==> src/rtl/cts_pkg.sv <==
// ----------------------------------------------------------------------------
// cts_pkg
// Types, codes and next-state helpers for the command terminator scanner.
// ----------------------------------------------------------------------------
package cts_pkg;

    // Deepest comment nesting tracked; the depth saturates here
    localparam int MAX_DEPTH = 15;
    localparam int DEPTH_W   = $clog2(MAX_DEPTH + 1);

    localparam logic [7:0] CHAR_SEMI   = 8'h3B;
    localparam logic [7:0] CHAR_DOLLAR = 8'h24;
    localparam logic [7:0] CHAR_BSL    = 8'h5C;
    localparam logic [7:0] CHAR_QUOTE  = 8'h22;
    localparam logic [7:0] CHAR_STAR   = 8'h2A;
    localparam logic [7:0] CHAR_SLASH  = 8'h2F;

    typedef enum logic [2:0] {
        CL_TERM,
        CL_BSL,
        CL_QUOTE,
        CL_SLASH,
        CL_STAR,
        CL_OTHER
    } char_class_t;

    typedef enum logic [3:0] {
        ST_NORMAL = 4'd0,
        ST_ESC    = 4'd1,
        ST_STRING = 4'd2,
        ST_SLASH  = 4'd3,
        ST_CSTAR  = 4'd5,
        ST_CSTART = 4'd6,
        ST_CBODY  = 4'd7,
        ST_CEND   = 4'd8,
        ST_STRESC = 4'd9,
        ST_END    = 4'd10
    } scan_state_t;

    typedef struct packed {
        logic [7:0] character;
        logic       restart_scan;
    } in_item_t;

    typedef struct packed {
        logic [3:0] lexer_state;
        logic [3:0] nesting_depth;
        logic       comment_opened;
        logic       comment_closed;
        logic       command_done;
    } out_item_t;

    function automatic char_class_t classify(input logic [7:0] c);
        char_class_t cl;
        if (c == CHAR_SEMI || c == CHAR_DOLLAR) cl = CL_TERM;
        else if (c == CHAR_BSL)                 cl = CL_BSL;
        else if (c == CHAR_QUOTE)               cl = CL_QUOTE;
        else if (c == CHAR_STAR)                cl = CL_STAR;
        else if (c == CHAR_SLASH)               cl = CL_SLASH;
        else                                    cl = CL_OTHER;
        return cl;
    endfunction

    function automatic logic [3:0] from_normal(input char_class_t cl);
        logic [3:0] ns;
        case (cl)
            CL_TERM:  ns = ST_END;
            CL_BSL:   ns = ST_ESC;
            CL_QUOTE: ns = ST_STRING;
            CL_SLASH: ns = ST_SLASH;
            default:  ns = ST_NORMAL;
        endcase
        return ns;
    endfunction

    function automatic logic [3:0] from_comment(input char_class_t cl);
        logic [3:0] ns;
        case (cl)
            CL_SLASH: ns = ST_SLASH;
            CL_STAR:  ns = ST_CSTAR;
            default:  ns = ST_CBODY;
        endcase
        return ns;
    endfunction

endpackage

==> src/rtl/command_terminator_scanner.sv <==
// ----------------------------------------------------------------------------
// command_terminator_scanner
// Byte-wise lexer for command text: escapes, strings, nested comments, ends.
// ----------------------------------------------------------------------------
// One byte per beat, one result per byte. A new byte is taken every cycle
// unless a stalled result holds it back; each accepted byte is registered
// in the input register, then class decode and state transition load its
// result into the result register. The lexer state and comment depth
// advance as a byte moves from the input register into the result
// register, so a stalled result holds back the scan and throughput drops
// only while result_ready is low. Set restart_scan on a byte to clear
// state and depth before that byte.
module command_terminator_scanner (
    input  logic              clk,
    input  logic              rst_n,
    input  logic              char_valid,
    output logic              char_ready,
    input  cts_pkg::in_item_t char_item,
    output logic              result_valid,
    input  logic              result_ready,
    output cts_pkg::out_item_t result_item
);
    import cts_pkg::*;

    logic                stage_valid_reg;
    in_item_t            stage_item_reg;
    logic                result_valid_reg;
    out_item_t           result_item_reg;
    logic [3:0]          state_reg;
    logic [3:0]          state_next;
    logic [DEPTH_W-1:0]  depth_reg;
    logic [DEPTH_W-1:0]  depth_next;

    logic                move;
    logic [3:0]          cur_state;
    logic [DEPTH_W-1:0]  cur_depth;
    char_class_t         cl;
    out_item_t           result_next;

    assign move       = stage_valid_reg && (!result_valid_reg || result_ready);
    assign char_ready = !stage_valid_reg || move;

    // Transition logic
    always_comb
    begin
        cur_state = stage_item_reg.restart_scan ? 4'(ST_NORMAL) : state_reg;
        cur_depth = stage_item_reg.restart_scan ? '0 : depth_reg;
        cl        = classify(stage_item_reg.character);

        case (cur_state)
            ST_NORMAL, ST_END: state_next = from_normal(cl);
            ST_ESC:            state_next = ST_NORMAL;
            ST_STRING:
            begin
                if (cl == CL_BSL)        state_next = ST_STRESC;
                else if (cl == CL_QUOTE) state_next = ST_NORMAL;
                else                     state_next = ST_STRING;
            end
            ST_SLASH:
            begin
                if (cl == CL_STAR)       state_next = ST_CSTART;
                else if (cl == CL_TERM)  state_next = ST_END;
                else                     state_next = ST_NORMAL;
            end
            ST_CBODY:          state_next = from_comment(cl);
            ST_CSTART:         state_next = (cl == CL_STAR) ? 4'(ST_CSTAR) : 4'(ST_CBODY);
            ST_CSTAR:          state_next = (cl == CL_SLASH) ? 4'(ST_CEND) : 4'(ST_CBODY);
            ST_CEND:
            begin
                // Leave the comment only once the outermost level has closed
                if (cur_depth == '0) state_next = from_normal(cl);
                else                 state_next = from_comment(cl);
            end
            ST_STRESC:         state_next = ST_STRING;
            default:           state_next = cur_state;  // unreachable codes hold
        endcase

        depth_next = cur_depth;
        if (state_next == ST_CSTART)
        begin
            if (cur_depth < DEPTH_W'(MAX_DEPTH)) depth_next = cur_depth + 1'b1;
        end
        else if (state_next == ST_CEND)
        begin
            if (cur_depth != '0) depth_next = cur_depth - 1'b1;
        end

        result_next.lexer_state    = state_next;
        result_next.nesting_depth  = 4'(depth_next);
        result_next.comment_opened = (state_next == ST_CSTART);
        result_next.comment_closed = (state_next == ST_CEND);
        result_next.command_done   = (state_next == ST_END);
    end

    always_ff @(posedge clk or negedge rst_n)
    begin
        if (!rst_n)
        begin
            stage_valid_reg  <= 1'b0;
            result_valid_reg <= 1'b0;
            state_reg        <= ST_NORMAL;
            depth_reg        <= '0;
        end
        else
        begin
            if (char_ready)
                stage_valid_reg <= char_valid;
            if (move)
            begin
                result_valid_reg <= 1'b1;
                state_reg        <= state_next;
                depth_reg        <= depth_next;
            end
            else if (result_ready)
                result_valid_reg <= 1'b0;
        end
    end

    // Payload registers
    always_ff @(posedge clk)
    begin
        if (char_valid && char_ready)
            stage_item_reg <= char_item;
        if (move)
            result_item_reg <= result_next;
    end

    assign result_valid = result_valid_reg;
    assign result_item  = result_item_reg;

    // A blocked byte stays in the input register untouched
    a_stage_hold: assert property (@(posedge clk) disable iff (!rst_n)
        stage_valid_reg && !move |=> stage_valid_reg && $stable(stage_item_reg))
        else $error("input register lost a stalled byte");

    // Scan state advances only when a result is loaded
    a_state_hold: assert property (@(posedge clk) disable iff (!rst_n)
        !move |=> $stable(state_reg) && $stable(depth_reg))
        else $error("scan state changed without a result");

    // Opening a comment below the limit deepens the nesting by one
    a_depth_inc: assert property (@(posedge clk) disable iff (!rst_n)
        move && !stage_item_reg.restart_scan && state_next == ST_CSTART
            && depth_reg < DEPTH_W'(MAX_DEPTH)
        |=> depth_reg == $past(depth_reg) + 1'b1)
        else $error("comment open did not increment depth");

endmodule
==> config.mk <==
export PLATFORM = sky130hd
export DESIGN_NAME = command_terminator_scanner
export DESIGN_NICKNAME = d
export VERILOG_FILES = /design/src/rtl/cts_pkg.sv /design/src/rtl/command_terminator_scanner.sv
export SDC_FILE = /design/constraint.sdc
export NUM_CORES = 1
export LEC_CHECK = 0
export BUFFER_PORTS_ARGS = -buffer_cell sky130_fd_sc_hd__buf_2
export CAP_MARGIN = 20
export CELL_PAD_IN_SITES_DETAIL_PLACEMENT = 1
export CELL_PAD_IN_SITES_GLOBAL_PLACEMENT = 1
export CORE_ASPECT_RATIO = 0.7
export CORE_MARGIN = 2
export CORE_UTILIZATION = 44
export DETAILED_ROUTE_END_ITERATION = 16
export PLACE_DENSITY_LB_ADDON = 0.1
export SLEW_MARGIN = 15
export SYNTH_ARGS = -nofsm -noshare
export SYNTH_HDL_FRONTEND = slang
export SYNTH_SLANG_ARGS = --single-unit
==> constraint.sdc <==
create_clock -name clk -period 3.6 [get_ports clk]
set_clock_uncertainty 0.05 [all_clocks]
set_input_delay 0.54 -clock clk [delete_from_list [all_inputs] [get_ports clk]]
set_output_delay 0.54 -clock clk [all_outputs]
set_load 0.02 [all_outputs]
# Word-level counts from Yosys, hierarchy flattened
# Cells that the tools add are included.
# totals
register_bits	30
in_bits	13
out_inout_bits	13
elab_cells	72
# classes
add_sub_neg	2
n_lt_le_gt_ge	1
eq_ne	22
muxes	23
reduce_logical	13
# op_table
cell	n
2-to-1 mux 4 bit	11
equality test 8 x 6 -> 1 bit (second input constant)	5
case mux 4 bit (9 select lines)	1
equality test 4 bit (second input constant)	5
equality test 4 x 3 -> 1 bit (second input constant)	4
case mux 4 bit (4 select lines)	1
2-to-1 mux 3 bit	5
equality test 4 x 2 -> 1 bit (second input constant)	2
equality test 8 x 7 -> 1 bit (second input constant)	1
logical NOT 4 bit	2
equality test 3 x 2 -> 1 bit (second input constant)	2
case mux 3 bit (2 select lines)	1
adder 4 x 1 -> 4 bit (second input constant)	1
equality test 4 x 1 -> 1 bit (second input constant)	1
< comparator 4 bit (second input constant)	1
2-to-1 mux 2 bit	2
nonzero test 4 bit	1
subtractor 4 x 1 -> 4 bit (second input constant)	1
equality test 3 x 1 -> 1 bit (second input constant)	1
equality test 3 bit (second input constant)	1
logical NOT 3 bit	1
logical OR 1 bit	3
logical AND 1 bit	2
logical NOT 1 bit	2
3 further kinds	4

# Logic depth before layout (Yosys ltp)
# Gate-level depths: netlist (run 1).
# logic_depth
ltp_word	13
mapped_depth	10
ltp_nobuf	8

# Least setup slack after synthesis (run 1)
# Ideal clock, no wire load.
# synth_path
path_type	flip-flop to flip-flop
startpoint	reg stage_item_reg[5] (netlist bit)
endpoint	reg depth_reg[1]
setup_time_ps	132
arrival_ps	2301
required_time_ps	3418
path_slack_ps	1116
path_stages_with_launch	9
n_path_buf	0
period_less_slack_ps	2484
path_cell_list	edfxtp_1 -> or4b_4 -> or2_4 -> or3_4 -> clkinv_2 -> a21boi_4 -> a211oi_1 -> a211oi_1 -> o22ai_1
# synth_lines
item	line	text
from (decl)	command_terminator_scanner.sv:26	in_item_t stage_item_reg;
from (signal assigned)	command_terminator_scanner.sv:123	stage_item_reg <= char_item;
to (signal assigned)	command_terminator_scanner.sv:112	depth_reg <= depth_next;
to (decl)	command_terminator_scanner.sv:31	logic [DEPTH_W-1:0] depth_reg;

==> results of run 1 <==
-- how the worst max path moves through the flow --
stage	start	endpoint	slack (ns)	cells after the start
after floorplan	stage_item_reg[5]$_DFFE_PP_	depth_reg[1]$_DFFE_PN0P_	1.12	8
after global placement	stage_item_reg[5]$_DFFE_PP_	result_item[4]$_DFFE_PP_	1.01	8
after detailed placement	stage_item_reg[5]$_DFFE_PP_	depth_reg[1]$_DFFE_PN0P_	0.91	8
after CTS	stage_item_reg[5]$_DFFE_PP_	depth_reg[1]$_DFFE_PN0P_	0.88	8
after global routing	stage_item_reg[5]$_DFFE_PP_	depth_reg[1]$_DFFE_PN0P_	0.75	8
final	stage_item_reg[5]$_DFFE_PP_	depth_reg[1]$_DFFE_PN0P_	0.88	8
-- metrics by stage --
step | hold WS, ns | setup slack [ns]
6_report | 0.0801 | 0.880
5_1_grt | 0.0869 | 0.746
4_1_cts | 0.0827 | 0.882
3_5_place_dp | 0.378 | 0.907
3_3_place_gp | 0.372 | 1.01
2_1_floorplan | 0.194 | 1.12
-- cell usage in the layout, fill, tap and decap left out, drive strengths merged, types with 3 or more instances in the layout --
cell type   n
inv         7
nor3b       4
nor3        5
nor2       16
edfxtp     20
dfrtp      10
nor4        3
a31oi       5
o21ai       3
a211oi      5
nand3       4
clkinv      4
nand2b      8
nand3b      7
or2         4
buf        27
clkbuf      6
a21oi      16
nor2b       5
nand2       9
-- power by group --
| part | switching [mW] | internal [mW] | total (mW) |
|---|---|---|---|
| logic | 0.176 | 0.125 | 0.301 |
| registers | 0.0959 | 0.432 | 0.528 |
| clock network | 0.119 | 0.134 | 0.253 |
-- cell families after synthesis --
family | synth area share [%]
simple gates | 26.8
fa+ha+maj | 1.42
mux | 1.85
compound gates | 17.3
buf+inv | 3.70
xor+xnor | 0.498
flops | 48.4
-- metal layers --
| metal | vias to the layer above | wire length (µm) | share of wire [%] | GRT usage (%) |
|---|---|---|---|---|
| met4 | 0 | 22 | 0.52 | 3.69 |
| met5 | - | 0 | 0 | 0 |
| met2 | 39 | 1880 | 44 | 30.1 |
| met1 | 709 | 2130 | 50 | 30.7 |
| li1 | 714 | - | - | - |
| met3 | 2 | 215 | 5.1 | 4.66 |
-- cell type report --
type                       instances  area share, %
tap                               52           3.23
timing repair buffer              27           6.95
sequential                        30           42.2
clock inverter                     2          0.497
inverter                           9           1.74
clock buffer                       6           3.60
multi-input combinational        129           41.8
==> results.md, run 1 <==
* Run status: complete, no violations
* IO Pins at 26
* Post-synthesis sequential area ratio at 48.4%
* Post-synth top cells: edfxtp_1, a21oi_1, nor2_1
* Register Area at 851 µm²
* EDFF count, synth at 20
* PwrDens at 537 nW/µm²
* Seq cells post-synth at 30
* Worst IR Drop VDD at 0.338 mV
* CP most frequent cell: a211oi_1
* Pin count of the biggest net entering global routing at 22
* Fraction of registers with async set/reset at 33.3%
* CTS tree: built
* WS Path Type: flip-flop to flip-flop
* WP data required at 3.69 ns
* Number of clock sinks at 30
* Core area at 3870 µm²
* Synth warn at 0
* Placed cell area at 1930 µm²
* Setup TNS at 0 ns
* Register-to-Register Path Depth at 8
* Post-synthesis cell area at 1760 µm²
* Chip Height at 56.9 µm
* Worst slew pin tran at 0.656 ns
* Max-Cap Viols at 0
* Synthesized area per cell at 9.99 µm²
* Count leader, synth: edfxtp_1
* Slowest stage delay, CP at 0.59 ns
* Root buf cell: clkbuf_8
* Largest register FFs at 11
* Fin. max-slew vios at 0
* CP Launch Type: flip-flop
* Post-CTS setup buffers at 0
* Pre-antenna DRT Iters at 4
* CP bufs+invs at 1
* N_diodes at 0
* Nets at 217
* Top cells by area, synth: edfxtp_1, dfrtp_1, a21oi_1
* Hold Crit Class: input port to asynchronous set/reset pin
* Starting Density at 45.4%
* Cell family with most CP delay: simple AND/OR/NAND/NOR gates
* Crit share post-route at 75.5%
* GP Congestion at 0.870
* Layout cells sized above 1 at 23.2%
* Power Total at 1.08 mW
* LEAKAGE at 0.783 nW
* RSZ-0062 raised after global routing: false
* Routed wire length at 4.24 mm
* Finished Layout Cells at 255
* Crit-path max FO at 7
* Synth Flop Type: edfxtp_1
* Number of fill cells at 450
* # DRC at 0
* Max-slew headroom at 56.0%
* Core Util, Final at 52.0%
* Gate Count Post-Synth at 176
* Crit-path cells: or4b_4 > or2_4 > or3_4 > clkinv_2 > a21boi_4 > a211oi_1 > a211oi_1 > o22ai_1
* Final min period at 2.72 ns
* DIE AREA at 4530 µm²
* CP Capture Type: flip-flop
* CTS clk-pin slew, worst paths at 0.07 ns
* CTS buffer count at 5
* R2R Path End: depth_reg[1]$_DFFE_PN0P_
* Number of global-route vias before repair at 1437
* Peak Freq at 368 MHz
* Longest Clk Path Bufs at 2
* Top cell type's share of synthesized area at 34.2%
* Tot GR Track Use at 20.4%
* HPWL after DPL at 3.19 mm
* Vias at 1464
* Initial antenna violation count at 0
* Initial DRC Count at 88
* Post-route cell area at 2020 µm²
* Distinct cells, synth at 51
* Row count at 19
* Footprint of the multi-input gates at 842 µm²
* Routed Antenna Nets at 0
* Syn-to-layout area delta at 14.7%
* Die X at 79.6 µm
* Final Hold Vio Count at 0
* Synth area leader: edfxtp_1
* Inst Count DP at 247
* Port Buf Inserts at 25
* Clock Latency Late Sink at 0.27 ns
* Slowest CP cell: or4b_4
* Syn_nets at 191
* Routed vias/inst at 5.74
* Post-CTS Resized at 0
* Wirelength per Cell at 16.6 µm
* Crit path DAT at 2.81 ns
* Worst flop-to-flop path startpoint: stage_item_reg[5]$_DFFE_PP_
* Post-CTS Hold Fix Bufs at 0
* Final setup fails at 0
* First-pass GRT wire length at 7.12 mm
* Grt ovf at 0
* CTS H-tree depth at 2
* FF-to-FF setup slack at 0.88 ns
Power figures use the tool's default switching activity.
==> run 2, diff against run 1 <==
clock period = 2.6 ns   (was 3.6 ns; I/O delays follow)
==> run 2 against run 1 <==
  * Total power is 44% higher
  * Critical path depth stayed put
  * Non-clock buffer count is 9 higher
  * Sequential power increased by 39%
  * Largest cell class is now multi-input combinational cells
  * Design area is 4.5% higher
  * Setup slack got worse by 0.83 ns
  * Register-to-register slack got worse by 0.83 ns
  * Clock power up 48%
  * Flip-flop and latch count unchanged
  * Sequential share of layout area shrank 1.8 points
==> results.md, run 2 (synthesis results as in run 1) <==
* Syn-to-layout area delta at 19.8%
* Commonest non-fill, non-tap cell in the layout: buf_2
* Crit. path cell count at 8 (unchanged)
* RSZ-0062 raised after global routing: true
* # DRC at 0 (unchanged)
* Commonest non-fill, non-tap cells in the layout: buf_2, edfxtp_1, a21oi_1
* Wirelength per Cell at 16.6 µm (about the same)
* Worst flop-to-flop path startpoint: stage_item_reg[8]$_DFFE_PP_
* Sw Share at 35.5% (-0.71 points)
* CTS clk-pin slew, worst paths at 0.06 ns (about the same)
* Worst IR Drop VDD at 0.374 mV (+11%)
* Clock share of power at 24.1% (+0.7 points)
* Chip Height at 56.9 µm (unchanged)
* Worst slew pin tran at 0.500 ns (-0.157 ns)
* CP bufs+invs at 1 (unchanged)
* Crit-path max FO at 4 (-3)
* WS Path Type: flip-flop to flip-flop
* Nets at 226 (+4.1%)
* Routed vias/inst at 5.68 (-1.1%)
* P_sw at 551 µW (+41%)
* FF-to-FF setup slack at 0.05 ns (-0.83 ns)
* Critical Path Source: stage_item_reg[8]$_DFFE_PP_
* Root buf cell: clkbuf_8
* WP data required at 2.56 ns (-1.13 ns)
* Register-to-Register Path Depth at 8 (unchanged)
* Fin. max-slew vios at 0 (unchanged)
* Max-slew headroom at 66.2% (+10 points)
* Tot GR Track Use at 21.6% (+1.2 points)
* Routed wire length at 4.39 mm (+3.5%)
* Peak Freq at 393 MHz (+6.8%)
* DIE AREA at 4530 µm² (unchanged)
* Gate power share at 28.8% (+1.0 points)
* N_diodes at 0 (unchanged)
* Run status: complete, no violations
* CTS tree: built
* Longest Clk Path Bufs at 2 (unchanged)
* Crit path DAT at 2.51 ns (-0.30 ns)
* First-pass GRT wire length at 7.39 mm (+3.8%)
* Crit share post-route at 97.9% (+22 points)
* GP Congestion at 0.852 (-2.1%)
* Pint at 1.00 mW (+45%)
* Starting Density at 45.4% (unchanged)
* Cell family with most CP delay: simple AND/OR/NAND/NOR gates
* Number of global-route vias before repair at 1507 (+4.9%)
* Sequential Power Share at 47.1% (-1.7 points)
* Inst Count DP at 254 (+2.8%)
* Routed Antenna Nets at 0 (unchanged)
* Final min period at 2.55 ns (-0.174 ns)
* CP Launch Type: flip-flop
* CTS H-tree depth at 2 (unchanged)
* R2R Path End: result_item[4]$_DFFE_PP_
* Vias at 1499 (+2.4%)
* Max-Cap Viols at 0 (unchanged)
* Port Buf Inserts at 25 (unchanged)
* Crit-path cells: or4b_4 > or2_4 > or3_4 > clkinv_2 > a21boi_4 > a211oi_2 > a21oi_1 > o21ai_0
* Final setup fails at 0 (unchanged)
* CP Capture Point: result_item[4]$_DFFE_PP_
* HPWL after DPL at 3.36 mm (+5.5%)
* Hold slack at 0.238 ns (+0.158 ns)
* Pin count of the biggest net entering global routing at 19 (-14%)
* Initial DRC Count at 84 (-4.5%)
* IO Pins at 26 (unchanged)
* Clock Latency Late Sink at 0.27 ns (about the same)
* Hold-critical path depth at 1
* Number of clock sinks at 30 (unchanged)
* Die X at 79.6 µm (unchanged)
* Largest register FFs at 11 (unchanged)
* Slowest CP cell: or4b_4
* Initial antenna violation count at 0 (unchanged)
* Slowest stage delay, CP at 0.56 ns (-0.03 ns)
* CP Capture Type: flip-flop
* Core area at 3870 µm² (unchanged)
* Hold Crit Class: input port to flip-flop
* Grt ovf at 0 (unchanged)
* LEAKAGE at 0.828 nW (+5.7%)
* Row count at 19 (unchanged)
* Finished Layout Cells at 264 (+3.5%)
* CTS buffer count at 5 (unchanged)
* PwrDens at 738 nW/µm² (+38%)
* Layout cells sized above 1 at 26.4% (+3.3 points)
* Pre-antenna DRT Iters at 4 (unchanged)
* Final Hold Vio Count at 0 (unchanged)
[run 2: cell count changes in the layout (fill, tap and decap cells not counted), sizes merged]
cell	change
dlygate4sd3	+1
clkbuf	+2
clkinv	-2
buf	+8
[run 2: area by class of cell]
cell class / count / area, µm²
clock buffers: 8 / 90.1
fillers: 448 / 1770
inverters: 9 / 35.0
multi-input cells: 129 / 855
flip-flops and latches: 30 / 851
well taps: 52 / 65.1
repair buffers: 36 / 210
[run 2: worst min path at each step]
stage / from / to
6_report: char_item[4] / stage_item_reg[4]$_DFFE_PP_
5_1_grt: char_item[8] / stage_item_reg[8]$_DFFE_PP_
4_1_cts: char_item[8] / stage_item_reg[8]$_DFFE_PP_
3_5_place_dp: rst_n / state_reg[1]$_DFFE_PN0P_
3_3_place_gp: rst_n / state_reg[1]$_DFFE_PN0P_
2_1_floorplan: rst_n / depth_reg[0]$_DFFE_PN0P_
[run 2: metal layers]
metal / wire (µm) / global-route usage (%) / vias to the layer above / share of wire, %
li1: - / - / 729 / -
met1: 2170 / 30.6 / 728 / 49
met2: 2010 / 33.4 / 40 / 46
met3: 193 / 4.82 / 2 / 4.4
met4: 16 / 5.91 / 0 / 0.36
met5: 0 / 0 / - / 0
[run 2: worst register-to-register path, cell delays in order, from the launching register on]
cell and delay (ns):
edfxtp_1 0.39, or4b_4 0.56, or2_4 0.25, or3_4 0.40
clkinv_2 0.08, a21boi_4 0.22, a211oi_2 0.11, a21oi_1 0.14
o21ai_0 0.08
[run 2: power by group through the flow]
| stage | Clock, mW | Sequential [mW] | Combinational (mW) |
|---|---|---|---|
| finish | 0.375 | 0.732 | 0.447 |
| global route | 0.404 | 0.746 | 0.496 |
| CTS | 0.386 | 0.724 | 0.447 |
| detailed placement | 0 | 0.733 | 0.442 |
| global placement | 0 | 0.723 | 0.429 |
| floorplan | 0 | 0.686 | 0.339 |
[run 2: per-stage QoR]
| step | setup WS [ns] | power [mW] | cell area, µm² | TNS [ns] | util (%) |
|---|---|---|---|---|---|
| CTS | 0.00382 | 1.56 | 2090 | 0 | 54.0 |
| detailed placement | -0.00327 | 1.17 | 1990 | -0.00327 | 51.2 |
| global route | -0.0207 | 1.65 | 2110 | -0.0207 | 54.3 |
| global placement | 0.0981 | 1.15 | 1990 | 0 | 51.2 |
| floorplan | 0.116 | 1.02 | 1760 | 0 | - |
| finish | 0.0540 | 1.55 | 2110 | 0 | 54.3 |
[run 2: what timing repair did]
item                                    CTS  global route
endpoints found under the setup margin    2             5
buffers inserted                          0             1
pin swaps                                 1             3
resized for setup                         1             2
hold buffers                              1             0
hold endpoints to repair                 10             0
